**src/hdl/spf_pkg.sv**
```systemverilog
// Shared constants, types and conversion functions for the socket peer text formatter.
`default_nettype none
package spf_pkg;

    localparam int unsigned NumSlots = 26;
    localparam int unsigned SlotW    = $clog2(NumSlots);
    localparam int unsigned V4First  = 5;

    localparam logic [SlotW-1:0] SlotLast  = SlotW'(NumSlots - 1);
    localparam logic [SlotW-1:0] SlotV4    = SlotW'(V4First);
    localparam logic [SlotW-1:0] SlotV6    = '0;

    localparam logic [7:0] ChZero    = 8'h30;
    localparam logic [7:0] ChHexBase = 8'h57;
    localparam logic [7:0] ChDot     = 8'h2e;
    localparam logic [7:0] ChColon   = 8'h3a;
    localparam logic [7:0] ChOpen    = 8'h5b;
    localparam logic [7:0] ChClose   = 8'h5d;

    localparam logic FamV4 = 1'b0;
    localparam logic FamV6 = 1'b1;

    // {bcd[19:0], binary[15:0]} working word of the port conversion
    typedef logic [35:0] t_port_dd;

    typedef struct packed {
        logic            req;
        logic [3:0][11:0] oct;
        logic [31:0]     w0;
        logic [31:0]     w3;
        t_port_dd        port;
    } t_conv;

    typedef struct packed {
        logic [NumSlots-1:0][7:0] chars;
        logic [NumSlots-1:0]      keep;
        logic                     v4;
    } t_slots;

    function automatic t_port_dd port_dd8(input t_port_dd s);
        t_port_dd r;
        r = s;
        for (int i = 0; i < 8; i++) begin
            for (int j = 0; j < 5; j++) begin
                if (r[16 + 4 * j +: 4] >= 4'd5) begin
                    r[16 + 4 * j +: 4] = r[16 + 4 * j +: 4] + 4'd3;
                end
            end
            r = r << 1;
        end
        return r;
    endfunction

    function automatic logic [11:0] oct_bcd(input logic [7:0] v);
        logic [19:0] r;
        r = {12'd0, v};
        for (int i = 0; i < 8; i++) begin
            for (int j = 0; j < 3; j++) begin
                if (r[8 + 4 * j +: 4] >= 4'd5) begin
                    r[8 + 4 * j +: 4] = r[8 + 4 * j +: 4] + 4'd3;
                end
            end
            r = r << 1;
        end
        return r[19:8];
    endfunction

    function automatic logic [7:0] hex_char(input logic [3:0] n);
        return (n < 4'd10) ? (ChZero + {4'd0, n}) : (ChHexBase + {4'd0, n});
    endfunction

endpackage
`default_nettype wire

```
**src/hdl/socket_peer_text_formatter.sv**
```systemverilog
// Top level of the socket peer text formatter.
// Each peer word becomes its text, one ASCII character per output word, tlast on the
// final character. A peer passes four register stages (input, octet and first port
// conversion half, second port conversion half, slot layout) and then the output
// serializer, which walks a fixed slot layout one slot per cycle while its output
// register is free: an IPv4 peer walks slots 5 to 25 and an IPv6 peer all 26, whatever
// the text length, since slots of suppressed leading zeros are walked without output.
// It takes the next peer as it steps the last slot; the front stages accept the
// following peers meanwhile. Input tuser carries the family: 0 IPv4, 1 IPv6.
`default_nettype none
module socket_peer_text_formatter (
    input  wire logic          i_clk,
    input  wire logic          i_rst_n,
    input  wire logic          i_s_axis_tvalid,
    output logic               o_s_axis_tready,
    // [31:0] ipv4_address, [63:32] ipv6_first_word, [95:64] ipv6_last_word,
    // [111:96] peer_port
    input  wire logic [111:0]  i_s_axis_tdata,
    // [0] req_type
    input  wire logic          i_s_axis_tuser,
    output logic               o_m_axis_tvalid,
    input  wire logic          i_m_axis_tready,
    // [7:0] text_char
    output logic [7:0]         o_m_axis_tdata,
    output logic               o_m_axis_tlast
);
    import spf_pkg::*;

    logic   conv_valid, conv_ready;
    t_conv  conv;
    logic   slot_valid, slot_ready;
    t_slots slots;

    spf_convert u_convert (
        .i_clk   (i_clk),
        .i_rst_n (i_rst_n),
        .i_valid (i_s_axis_tvalid),
        .o_ready (o_s_axis_tready),
        .i_req   (i_s_axis_tuser),
        .i_a4    (i_s_axis_tdata[31:0]),
        .i_w0    (i_s_axis_tdata[63:32]),
        .i_w3    (i_s_axis_tdata[95:64]),
        .i_port  (i_s_axis_tdata[111:96]),
        .o_valid (conv_valid),
        .i_ready (conv_ready),
        .o_conv  (conv)
    );

    spf_slots u_slots (
        .i_clk   (i_clk),
        .i_rst_n (i_rst_n),
        .i_valid (conv_valid),
        .o_ready (conv_ready),
        .i_conv  (conv),
        .o_valid (slot_valid),
        .i_ready (slot_ready),
        .o_slots (slots)
    );

    spf_serial u_serial (
        .i_clk    (i_clk),
        .i_rst_n  (i_rst_n),
        .i_valid  (slot_valid),
        .o_ready  (slot_ready),
        .i_slots  (slots),
        .o_tvalid (o_m_axis_tvalid),
        .i_tready (i_m_axis_tready),
        .o_tdata  (o_m_axis_tdata),
        .o_tlast  (o_m_axis_tlast)
    );

endmodule
`default_nettype wire

```
**src/hdl/spf_convert.sv**
```systemverilog
// Input register and binary to decimal conversion of octets and port; the port conversion is split over two stages.
`default_nettype none
module spf_convert (
    input  wire logic          i_clk,
    input  wire logic          i_rst_n,
    input  wire logic          i_valid,
    output logic               o_ready,
    input  wire logic          i_req,
    input  wire logic [31:0]   i_a4,
    input  wire logic [31:0]   i_w0,
    input  wire logic [31:0]   i_w3,
    input  wire logic [15:0]   i_port,
    output logic               o_valid,
    input  wire logic          i_ready,
    output spf_pkg::t_conv     o_conv
);
    import spf_pkg::*;

    logic        r_v1, r_v2, r_v3;
    logic        r1_req;
    logic [31:0] r1_a4, r1_w0, r1_w3;
    logic [15:0] r1_port;
    t_conv       r_c2, r_c3, n_c2, n_c3;
    logic        en1, en2, en3;

    assign en3     = !r_v3 || i_ready;
    assign en2     = !r_v2 || en3;
    assign en1     = !r_v1 || en2;
    assign o_ready = en1;
    assign o_valid = r_v3;
    assign o_conv  = r_c3;

    always_comb begin
        n_c2.req  = r1_req;
        n_c2.w0   = r1_w0;
        n_c2.w3   = r1_w3;
        for (int k = 0; k < 4; k++) begin
            n_c2.oct[k] = oct_bcd(r1_a4[8 * k +: 8]);
        end
        n_c2.port = port_dd8({20'd0, r1_port});
        n_c3      = r_c2;
        n_c3.port = port_dd8(r_c2.port);
    end

    always_ff @(posedge i_clk) begin
        if (!i_rst_n) begin
            r_v1 <= 1'b0;
            r_v2 <= 1'b0;
            r_v3 <= 1'b0;
        end else begin
            if (en1) r_v1 <= i_valid;
            if (en2) r_v2 <= r_v1;
            if (en3) r_v3 <= r_v2;
        end
    end

    always_ff @(posedge i_clk) begin
        if (en1 && i_valid) begin
            r1_req  <= i_req;
            r1_a4   <= i_a4;
            r1_w0   <= i_w0;
            r1_w3   <= i_w3;
            r1_port <= i_port;
        end
        if (en2 && r_v1) r_c2 <= n_c2;
        if (en3 && r_v2) r_c3 <= n_c3;
    end

endmodule
`default_nettype wire

```
**src/hdl/spf_slots.sv**
```systemverilog
// Character slot builder: lays the text out on fixed slots with a keep mask.
`default_nettype none
module spf_slots (
    input  wire logic          i_clk,
    input  wire logic          i_rst_n,
    input  wire logic          i_valid,
    output logic               o_ready,
    input  spf_pkg::t_conv     i_conv,
    output logic               o_valid,
    input  wire logic          i_ready,
    output spf_pkg::t_slots    o_slots
);
    import spf_pkg::*;

    logic        r_v;
    t_slots      r_s, n_s;
    logic        en;
    logic [19:0] pbcd;
    logic [11:0] oct;
    logic [3:0]  dig;
    logic        seen;

    assign en      = !r_v || i_ready;
    assign o_ready = en;
    assign o_valid = r_v;
    assign o_slots = r_s;

    always_comb begin
        n_s.chars = '0;
        n_s.keep  = '0;
        n_s.v4    = (i_conv.req == FamV4);
        pbcd      = i_conv.port[35:16];
        oct       = '0;
        dig       = '0;
        seen      = 1'b0;
        if (i_conv.req == FamV6) begin
            n_s.chars[0]  = ChOpen;
            n_s.keep[0]   = 1'b1;
            for (int i = 0; i < 8; i++) begin
                n_s.chars[1 + i]  = hex_char(i_conv.w0[28 - 4 * i +: 4]);
                n_s.keep[1 + i]   = 1'b1;
                n_s.chars[11 + i] = hex_char(i_conv.w3[28 - 4 * i +: 4]);
                n_s.keep[11 + i]  = 1'b1;
            end
            n_s.chars[9]  = ChDot;
            n_s.chars[10] = ChDot;
            n_s.chars[19] = ChClose;
            n_s.chars[20] = ChColon;
            n_s.keep[9]   = 1'b1;
            n_s.keep[10]  = 1'b1;
            n_s.keep[19]  = 1'b1;
            n_s.keep[20]  = 1'b1;
        end else begin
            for (int k = 0; k < 4; k++) begin
                oct = i_conv.oct[3 - k];
                n_s.chars[5 + 4 * k] = ChZero + {4'd0, oct[11:8]};
                n_s.chars[6 + 4 * k] = ChZero + {4'd0, oct[7:4]};
                n_s.chars[7 + 4 * k] = ChZero + {4'd0, oct[3:0]};
                n_s.chars[8 + 4 * k] = (k == 3) ? ChColon : ChDot;
                n_s.keep[5 + 4 * k]  = (oct[11:8] != 4'd0);
                n_s.keep[6 + 4 * k]  = (oct[11:4] != 8'd0);
                n_s.keep[7 + 4 * k]  = 1'b1;
                n_s.keep[8 + 4 * k]  = 1'b1;
            end
        end
        for (int j = 0; j < 5; j++) begin
            dig = pbcd[16 - 4 * j +: 4];
            seen = seen || (dig != 4'd0);
            n_s.chars[21 + j] = ChZero + {4'd0, dig};
            n_s.keep[21 + j]  = seen || (j == 4);
        end
    end

    always_ff @(posedge i_clk) begin
        if (!i_rst_n) begin
            r_v <= 1'b0;
        end else if (en) begin
            r_v <= i_valid;
        end
    end

    always_ff @(posedge i_clk) begin
        if (en && i_valid) r_s <= n_s;
    end

endmodule
`default_nettype wire

```
**src/hdl/spf_serial.sv**
```systemverilog
// Slot walker and output register: emits one kept character per word.
`default_nettype none
module spf_serial (
    input  wire logic          i_clk,
    input  wire logic          i_rst_n,
    input  wire logic          i_valid,
    output logic               o_ready,
    input  spf_pkg::t_slots    i_slots,
    output logic               o_tvalid,
    input  wire logic          i_tready,
    output logic [7:0]         o_tdata,
    output logic               o_tlast
);
    import spf_pkg::*;

    logic                     r_busy;
    logic [SlotW-1:0]         r_idx;
    logic [NumSlots-1:0][7:0] r_chars;
    logic [NumSlots-1:0]      r_keep;
    logic                     r_out_valid;
    logic [7:0]               r_out_char;
    logic                     r_out_last;
    logic                     out_free, step, done, load;

    assign out_free = !r_out_valid || i_tready;
    assign step     = r_busy && out_free;
    assign done     = step && (r_idx == SlotLast);
    assign o_ready  = !r_busy || done;
    assign load     = i_valid && o_ready;

    assign o_tvalid = r_out_valid;
    assign o_tdata  = r_out_char;
    assign o_tlast  = r_out_last;

    always_ff @(posedge i_clk) begin
        if (!i_rst_n) begin
            r_busy      <= 1'b0;
            r_out_valid <= 1'b0;
        end else begin
            if (out_free) r_out_valid <= step && r_keep[r_idx];
            if (load) begin
                r_busy <= 1'b1;
            end else if (done) begin
                r_busy <= 1'b0;
            end
        end
    end

    always_ff @(posedge i_clk) begin
        if (step) begin
            r_out_char <= r_chars[r_idx];
            r_out_last <= (r_idx == SlotLast);
        end
        if (load) begin
            r_idx   <= i_slots.v4 ? SlotV4 : SlotV6;
            r_chars <= i_slots.chars;
            r_keep  <= i_slots.keep;
        end else if (step) begin
            r_idx <= r_idx + 1'b1;
        end
    end

endmodule
`default_nettype wire

```
**config.mk**
```make
export PLATFORM = sky130hd
export DESIGN_NAME = socket_peer_text_formatter
export DESIGN_NICKNAME = d
export VERILOG_FILES = /design/src/hdl/spf_pkg.sv /design/src/hdl/socket_peer_text_formatter.sv /design/src/hdl/spf_convert.sv /design/src/hdl/spf_slots.sv /design/src/hdl/spf_serial.sv
export SDC_FILE = /design/constraint.sdc
export NUM_CORES = 1
export LEC_CHECK = 0
export BUFFER_PORTS_ARGS = -buffer_cell sky130_fd_sc_hd__buf_2
export CORE_UTILIZATION = 43
export CTS_CLUSTER_SIZE = 8
export DETAILED_ROUTE_END_ITERATION = 8
export GPL_ROUTABILITY_DRIVEN = 0
export GPL_TIMING_DRIVEN = 0
export SYNTH_ARGS = -nofsm -noshare
export SYNTH_HDL_FRONTEND = slang
export SYNTH_SLANG_ARGS = --single-unit
export TNS_END_PERCENT = 100
```
**constraint.sdc**
```tcl
create_clock -name i_clk -period 18.41 [get_ports i_clk]
set_input_delay 0.9205 -clock i_clk [delete_from_list [all_inputs] [get_ports i_clk]]
set_output_delay 0.9205 -clock i_clk [all_outputs]
set_load 0.05 [all_outputs]
```
## Yosys cells after proc, flatten, opt, wreduce, memory -nomap -nowiden

Index checks and enable logic that the tools add are counted.

- Add/subtract/negate cells: 187
- $mul: 0
- Divide/modulo/power cells: 0
- $lt $le $gt $ge: 154
- Equality and inequality tests: 1
- Shift operators: 0
- Mux-type cells: 165
- Bitwise gates (word level): 1
- Reductions and logical operators: 37

Operators by type and width:

| cell | count |
|---|---|
| >= comparator 4 x 3 -> 1 bit, second input constant | 120 |
| 2-to-1 mux 4 bit | 100 |
| adder 4 x 2 -> 4 bit, second input constant | 94 |
| adder 6 x 4 -> 7 bit, first input constant | 33 |
| 2-to-1 mux 8 bit | 17 |
| adder 7 x 4 -> 8 bit, first input constant | 16 |
| 2-to-1 mux 3 bit | 38 |
| 2-to-1 mux 112 bit | 1 |
| adder 3 x 2 -> 3 bit, second input constant | 26 |
| < comparator 4 bit, second input constant | 16 |
| binary-select mux 8 bit (select 5 bit) | 1 |
| adder 1 x 2 -> 3 bit, second input constant | 11 |
| >= comparator 1 x 3 -> 1 bit, second input constant | 11 |
| nonzero test 4 bit | 8 |
| nonzero test 8 bit | 4 |
| adder 1 x 2 -> 3 bit, both inputs constant | 6 |
| >= comparator 1 x 3 -> 1 bit, both inputs constant | 6 |
| 2-to-1 mux 5 bit | 3 |
| logical OR 1 bit | 9 |
| logical AND 1 bit | 8 |
| 2-to-1 mux 7 bit | 1 |
| zero test 1 bit | 6 |
| < comparator 5 x 6 -> 1 bit, second input constant | 1 |
| adder 5 x 1 -> 5 bit, second input constant | 1 |
| other kinds (5) | 8 |

- Register bits: 872
- Latch bits: 0
- RAM bits: 0
- ROM bits: 0
- Input bits: 117
- Output and inout bits: 11
- Logic and storage cells: 631
- Memories kept: 0

## Logic depth before layout (Yosys ltp)

Gate-level depths: netlist of run 1.

- Depth after elaboration: 16
- Depth in mapped cells: 37
- Mapped depth without buffers: 37

## Cells and area by module

Synthesis of run 1 repeated with hierarchy kept, for this count alone.

- Cells, all modules: 2,537
- Area, all modules: 35,736.8 um^2

By module, submodules not included:

| module | instances | cells each | area each (um^2) | sequential area each (um^2) |
|---|---|---|---|---|
| spf_convert | 1 | 1,475 | 18,600.3 | 10,900.5 |
| spf_serial | 1 | 446 | 9,630.5 | 7,487.2 |
| spf_slots | 1 | 616 | 7,505.9 | 4,824.6 |

## Least setup slack after synthesis of run 1

Ideal clock, no wire load.

- Path kind: register -> register
- Start: reg u_serial.r_idx[1]
- End: reg u_slots.r_s (netlist bit u_slots.o_slots[0]), enable pin
- Setup time: 697 ps
- Data arrival time: 8,529 ps
- Data required time: 17,713 ps
- Slack: 9,184 ps
- Stages on the path, launching flop included: 8
- Buffers on the path: 1
- Period minus slack after synthesis: 9,226 ps
- Cells stage by stage: edfxtp_1 inv_1 clkbuf_1 ha_1 nand3_1 o21a_1 and2_1 nor2b_1

- Longest elaborated chain between the ends: 5

RTL lines:

| what | RTL line | text |
|---|---|---|
| start, declared | spf_serial.sv:17 | `logic [SlotW-1:0] r_idx;` |
| start signal, assigned | spf_serial.sv:55 | `r_idx <= i_slots.v4 ? SlotV4 : SlotV6;` |
| start signal, assigned | spf_serial.sv:59 | `r_idx <= r_idx + 1'b1;` |
| == test 5 bit | spf_serial.sv:27 | `assign done = step && (r_idx == SlotLast);` |
| logical AND 1 bit | spf_serial.sv:27 |  |
| logical OR 1 bit | spf_serial.sv:28 | `assign o_ready = !r_busy \|\| done;` |
| logical OR 1 bit | spf_slots.sv:23 | `assign en = !r_v \|\| i_ready;` |
| logical AND 1 bit | spf_slots.sv:83 | `if (en && i_valid) r_s <= n_s;` |
| end signal, assigned | spf_slots.sv:83 |  |
| end, declared | spf_slots.sv:16 | `t_slots r_s, n_s;` |

Every way passes these cells.
A chain may end at the register's enable or synchronous reset.

==> flow_summary_export.csv, run 1 <==
group,metric,value,unit
run_status,status,"complete, no violations",
sta,slew_viol_final,0,
yosys,synthAdderAreaFrac,4.84,%
setup_path,cp_slowest_cell,"edfxtp_1",
global_route,grt_usage,17.0,%
global_route,grt_pass1_vias,19000,
setup_path,slowest_delay,0.44,ns
yosys,netlist_instances,2278,
setup_path,critPathLaunchType,"flop",
route,ant_nets,0,
die,rows,98,
flow_run,maxCapViolations,0,
global_route,grt_overflow,0,
yosys,avgSynthCellArea,13.9,sq um
cts,cts_tree,"yes",
route,routed_wl,63700,microns
yosys,yosysSeqAreaShare,65.9,%
final_layout,final_cell_mix,"edfxtp_1 (689), inv_1 (156), nor2_1 (144)",
die,core,0.0721,sq mm
placed_design,io_buffers,126,
cts,cts-root-buf,"clkbuf_16",
yosys,muxShareOfSynthArea,5.44,%
final_layout,drive_gt1_share,14.9,%
yosys,synth_edf_count,689,
cts,ctsResizeCount,0,
die,die_h,273,microns
sta,tns,0,ns
global_route,met3_usage,2.98,%
final_layout,syn_to_final_growth,15.5,%
setup_path,cp_common_cell,"ha_1",
route,drt-wirelength-per-cell,18.1,microns
sta,hold_viol,0,
cts,postCtsSetupRepairBufs,0,
die,initial_core_util,43.8,%
hold_path,hold_class,"flop to flop",
yosys,ys_seq_elements,695,
global_route,grt_use_met2,28.1,%
setup_path,crit_type,"flop to flop",
route,drc,0,
yosys,synth-compound-area-share,10.9,%
yosys,ys_warn_count,0,
sta,period_minus_slack,7.76,ns
route,vias,19100,
die,die-area,0.0745,sq mm
yosys,synth_area,0.0316,sq mm
global_route,antenna_found_initial,5,
final_layout,fin_area,0.0365,sq mm
sta,setup_viol,0,
die,ios,128,
global_route,grt_use_met1,22.2,%
cts,clk_pin_slew,0.05,ns
global_route,grt_max_degree,104,
sta,max_slew_margin,15.6,%
route,drtIter0Drc,1382,
sta,rsz0062_at_grt,"false",
cts,h-tree-depth,3,
sta,fin_crit_sh,42.2,%
cts,clk_latency,0.65,ns
yosys,synthFlopType,"edfxtp_1",
sta,skew,0.0438,ns
placed_design,place_area,0.0338,sq mm
yosys,yosys.area_share.simple,7.99,%
placed_design,place_hpwl,44400,microns
setup_path,crit_fanout,8,
cts,numCtsBuffers,97,
cts,numClockSinks,695,
cts,hold_buffers,0,
setup_path,critPathTopFamily,"compound AO/OA/AOI/OAI gates",
sta,tightest_slew,1.27,ns
setup_path,crit_required,18.76,ns
sta,fmax,129,MHz
yosys,synth_top_family_by_area,"compound AO/OA/AOI/OAI gates",
route,vias_per_cell,5.43,
yosys,synth-async-reset-ratio,0,%
global_route,grt_first_pass_wirelength,99500,microns
yosys,synth.distinct_cells,108,
final_layout,fillers,6058,
global_route,busiest_layer,"met2",
die,fp.dieW,273,microns
yosys,synth_xor_area_share,2.15,%
setup_path,crit_arrival,8.11,ns
final_layout,final_common_cell,"edfxtp_1",
cts,cts_buffer_depth,3,
setup_path,crit_path_end_kind,"flop",
final_layout,final_nets,2768,
route,first_pass_iters,8,
final_layout,postLayoutCoreUtil,50.6,%
setup_path,cp_num_buf_inv,7,
==> kinds of logic (layout without fill, tap and decap cells) <==
kind of cell               after synthesis  after routing
DFF                                    695            695
and+or+nand+nor                        523            523
AOI/OAI and AO/OA                      521            521
buffers and inverters                  220            489
adders and majority gates              122            122
muxes                                  121            121
xor gates and xnor gates                74             74
other                                    2             16
==> final timing paths <==
kind | start | endpoint | slack, ns | cells past startpoint
worst min-delay path | u_convert.r1_w0[30] | u_convert.n_c3[98] | 0.40 | 0
worst max-delay path | u_convert.r_c2[16] | u_convert.o_conv[21] | 10.65 | 37
worst min register to register | u_convert.r1_w0[30] | u_convert.n_c3[98] | 0.40 | 0
worst max register to register | u_convert.r_c2[16] | u_convert.o_conv[21] | 10.65 | 37
==> per-stage QoR <==
stage	hold slack, ns	worst slack [ns]	std cells
5_1_grt	0.405	9.97	3511
2_1_floorplan	0.400	9.18	2289
4_1_cts	0.398	10.72	3508
3_5_place_dp	0.405	10.73	3380
6_report	0.397	10.65	3511
3_3_place_gp	0.401	5.33	3365
==> cells in the mapped netlist (all sizes together) (5+ instances only) <==
cell / number / area share [%]
edfxtp: 689 / 66
inv: 161 / 1.9
nor2: 148 / 1.8
nand2: 143 / 1.7
a21oi: 140 / 2.3
o21ai: 132 / 2.1
ha: 122 / 4.8
mux2i: 62 / 2.1
xnor2: 57 / 1.7
nor3: 47 / 0.78
nand2b: 40 / 0.80
clkbuf: 38 / 0.45
mux4: 35 / 2.5
nand3: 29 / 0.46
a21boi: 27 / 0.64
or3: 26 / 0.52
a211oi: 25 / 0.61
o22ai: 25 / 0.50
mux2: 24 / 0.88
nor2b: 21 / 0.42
o211ai: 19 / 0.45
buf: 18 / 0.27
a21o: 17 / 0.40
or2: 17 / 0.34
xor2: 17 / 0.47
a31oi: 14 / 0.34
and2: 14 / 0.29
nor4: 11 / 0.22
o31ai: 11 / 0.32
o21a: 10 / 0.24
o32ai: 10 / 0.30
a2111oi: 9 / 0.27
o21bai: 9 / 0.21
a311oi: 7 / 0.19
a31o: 7 / 0.19
a211o: 6 / 0.19
a22oi: 6 / 0.20
a32oi: 6 / 0.19
dfxtp: 6 / 0.38
nand4: 5 / 0.12
o221ai: 5 / 0.14
==> layer usage <==
| metal | share of wire [%] | wire [microns] | vias to the layer above |
|---|---|---|---|
| met1 | 44 | 27800 | 9263 |
| met4 | 3.0 | 1880 | 0 |
| met5 | 0 | 0 | - |
| li1 | - | - | 9106 |
| met2 | 48 | 30500 | 594 |
| met3 | 5.5 | 3490 | 119 |
==> state kept, by name (all words and copies together) (netlist names), 5 cells and up <==
name               flops
u_slots.o_slots      158
u_serial.r_chars     144
u_convert.o_conv     125
u_convert.n_c3       106
u_convert.r1_a4       32
u_convert.r1_w0       32
u_convert.r1_w3       32
u_convert.r_c2        17
u_convert.r1_port     16
u_serial.r_keep       13
u_serial.o_tdata       7
u_serial.r_idx         5
==> layout make-up <==
| cell class | instances | area [sq um] | share of cell area, % |
|---|---|---|---|
| Timing Repair Buffer | 141 | 961 | 2.64 |
| Antenna cell | 3 | 7.51 | 0.0206 |
| Clock inverter | 9 | 159 | 0.436 |
| Tap cell | 950 | 1190 | 3.26 |
| Multi-Input combinational cell | 1374 | 9970 | 27.3 |
| Inverter | 164 | 624 | 1.71 |
| Clock buffer | 119 | 2510 | 6.88 |
| Sequential cell | 695 | 20800 | 57.1 |
| Buffer | 56 | 226 | 0.621 |
Power of run 1 is left out: the tool's default activity adds up to more than one toggle a clock period on the data nets, which glitch-free logic cannot reach.
==> inputs of run 2 (changes only) <==
--- a/config.mk
+++ b/config.mk
@@ -5,6 +5,7 @@
 export SDC_FILE = /design/constraint.sdc
 export NUM_CORES = 1
 export LEC_CHECK = 0
+export ABC_AREA = 1
 export BUFFER_PORTS_ARGS = -buffer_cell sky130_fd_sc_hd__buf_2
 export CORE_UTILIZATION = 43
 export CTS_CLUSTER_SIZE = 8
==> constraint.sdc (replaced) <==
create_clock -name i_clk -period 7.1 [get_ports i_clk]
set_input_delay 0.355 -clock i_clk [delete_from_list [all_inputs] [get_ports i_clk]]
set_output_delay 0.355 -clock i_clk [all_outputs]
set_load 0.05 [all_outputs]
==> flow_summary_export.csv, run 2 <==
group,metric,value,unit
run_status,status,"complete, no violations",
route,drc,0,
global_route,met3_usage,4.35,%
final_layout,stdcell_count,3799,
die,initial_core_util,43.5,%
global_route,grt_first_pass_wirelength,97100,microns
setup_path,crit_path_end_kind,"flop",
sta,fin_crit_sh,82.5,%
setup_path,critPathLaunchType,"flop",
flow_run,maxCapViolations,0,
setup_path,ff2ff_setup_slack,1.24,ns
global_route,busiest_layer,"met2",
yosys,synth.most_common_cell,"edfxtp_1",
final_layout,syn_to_final_growth,19.3,%
yosys,yosys.area.top_type,"edfxtp_1",
yosys,synthAdderAreaFrac,5.00,%
sta,fmax,171,MHz
route,ant_nets,0,
setup_path,crit_type,"flop to flop",
sta,slew_viol_final,0,
global_route,grt_usage,17.5,%
yosys,synth_edf_count,689,
setup_path,slowest_delay,0.45,ns
global_route,grt_pass1_vias,18900,
global_route,antenna_found_initial,0,
hold_path,min_path_cells,3,
cts,postCtsSetupRepairBufs,0,
route,drtIter0Drc,1344,
final_layout,multiInputGateArea,0.00820,sq mm
cts,numCtsBuffers,97,
final_layout,final_cell_mix,"edfxtp_1 (689), nand2_1 (394), inv_1 (370)",
sta,skew,0.0340,ns
final_layout,largest_reg_flops,158,
hold_path,whs_endpoint,"u_convert.r_v1",
route,first_pass_iters,7,
sta,period_minus_slack,5.86,ns
die,ios,128,
yosys,muxShareOfSynthArea,0.229,%
cts,cts_buffer_depth,3,
final_layout,final_common_cell,"edfxtp_1",
yosys,synth-async-reset-ratio,0,%
yosys,netlist_instances,2480,
sta,setup_viol,0,
setup_path,crit_required,7.46,ns
yosys,synthTopCellsByArea,"edfxtp_1 (68%), ha_1 (5.0%), nand2_1 (4.8%)",
die,rows,97,
yosys,synth_xor_area_share,1.69,%
setup_path,cp_slowest_cell,"edfxtp_1",
final_layout,fillers,6001,
sta,max_slew_margin,15.7,%
setup_path,rr_worst_depth,37,
die,die_h,269,microns
yosys,synth.distinct_cells,57,
placed_design,dp_cells,3571,
placed_design,place_hpwl,44100,microns
route,drt-wirelength-per-cell,16.6,microns
die,die-area,0.0721,sq mm
final_layout,drive_gt1_share,13.5,%
sta,hold_viol,0,
yosys,yosys.area.top_type_share,67.7,%
yosys,synth_common_cells,"edfxtp_1 (689), nand2_1 (394), inv_1 (372), o21ai_0 (163), ha_1 (122)",
route,vias,19100,
setup_path,crit_arrival,6.21,ns
yosys,synth-compound-area-share,7.91,%
yosys,synth_area,0.0305,sq mm
global_route,grt_use_met2,28.7,%
yosys,ys_warn_count,0,
yosys,ys_seq_elements,695,
yosys,yosysSeqAreaShare,68.1,%
placed_design,io_buffers,126,
hold_path,hold_class,"primary input to flop",
setup_path,timing.rr.start,"u_convert.r_c2[20]",
setup_path,rr_endpoint,"u_convert.o_conv[34]",
cts,cts_tree,"yes",
yosys,avgSynthCellArea,12.3,sq um
setup_path,cp_common_cell,"ha_1",
hold_path,holdCritStartpoint,"i_s_axis_tvalid",
global_route,grt_overflow,0,
route,routed_wl,63000,microns
sta,tightest_slew,1.26,ns
setup_path,crit_fanout,5,
cts,h-tree-depth,3,
yosys,synth_top_family_by_area,"simple AND/OR/NAND/NOR gates",
yosys,yosys.area_share.simple,11.8,%
die,fp.dieW,269,microns
cts,numClockSinks,695,
sta,rsz0062_at_grt,"false",
final_layout,seq_area,0.0208,sq mm
global_route,grt_use_met1,22.5,%
route,vias_per_cell,5.03,
cts,cts-root-buf,"clkbuf_16",
global_route,grt_max_degree,88,
yosys,synthFlopType,"edfxtp_1",
final_layout,final_nets,3082,
cts,clk_latency,0.65,ns
cts,clk_pin_slew,0.05,ns
die,core,0.0701,sq mm
run 2: cell count changes after synthesis, sizes merged, moves of 35 or more:
cell    previous run  this run
mux4              35         0
a21oi            140       104
o21ai            132       185
nor2             148       101
nand2            143       460
nand2b            40         0
inv              161       387
xor2              17        52
mux2i             62         7
nand3             29       116
xnor2             57         3
run 2: stage by stage:
step | setup TNS (ns) | area (sq um) | hold WS [ns] | utilization (%) | setup WS [ns]
after floorplan | 0 | 30600 | 0.400 | - | 0.109
after global placement | -671.19 | 32400 | 0.402 | 46.2 | -3.08
after detailed placement | 0 | 32700 | 0.405 | 46.7 | 1.27
after CTS | 0 | 36400 | 0.0398 | 51.9 | 1.25
after global routing | 0 | 36400 | 0.0548 | 51.9 | 0.598
final | 0 | 36400 | 0.0591 | 51.9 | 1.24
run 2: cell type report:
class / instances / share of cell area, %
sequential: 695 / 57.1
multi-input combinational: 1371 / 22.5
clock buffer: 107 / 6.77
timing repair buffer: 253 / 5.69
inverter: 390 / 4.05
tap: 940 / 3.23
buffer: 35 / 0.371
clock inverter: 7 / 0.254
antenna: 1 / 0.00687
run 2: how the worst max path moves through the flow:
stage,from,depth (start not counted),endpoint
floorplan,u_serial.r_idx[3],14,u_convert.r1_a4[0]
global placement,u_serial.r_idx[3],14,u_convert.r1_w3[4]
detailed placement,u_convert.r_c2[20],39,u_convert.o_conv[34]
CTS,u_convert.r_c2[20],39,u_convert.o_conv[34]
global route,u_convert.r_c2[20],37,u_convert.o_conv[35]
finish,u_convert.r_c2[20],37,u_convert.o_conv[34]
run 2: cell families after synthesis:
family	count (synthesis)
compound gates	411
other cells	2
buf+inv	425
flops	695
mux	7
fa+ha+maj	122
xor+xnor	55
simple gates	763
run 2: critical path: cells and delay by family (launching register included):
family                     cells  cell delay (ns)
DFF                            1             0.45
AOI/OAI and AO/OA              8             1.56
and+or+nand+nor               18             1.99
buffers and inverters          5             0.43
adders and majority gates      6             1.14
run 2: per-layer routing:
layer	vias to the layer above	share of wire, %
met5	-	0
met4	0	2.7
met3	124	6.7
met2	542	48
met1	9066	43
li1	9369	-
run 2: what timing repair did:
action,CTS,global route
hold buffers,113,0
endpoints found under the setup margin,0,0
endpoints found under the hold margin,113,0
resized for setup,0,0
Power of run 2 is left out for the same reason.
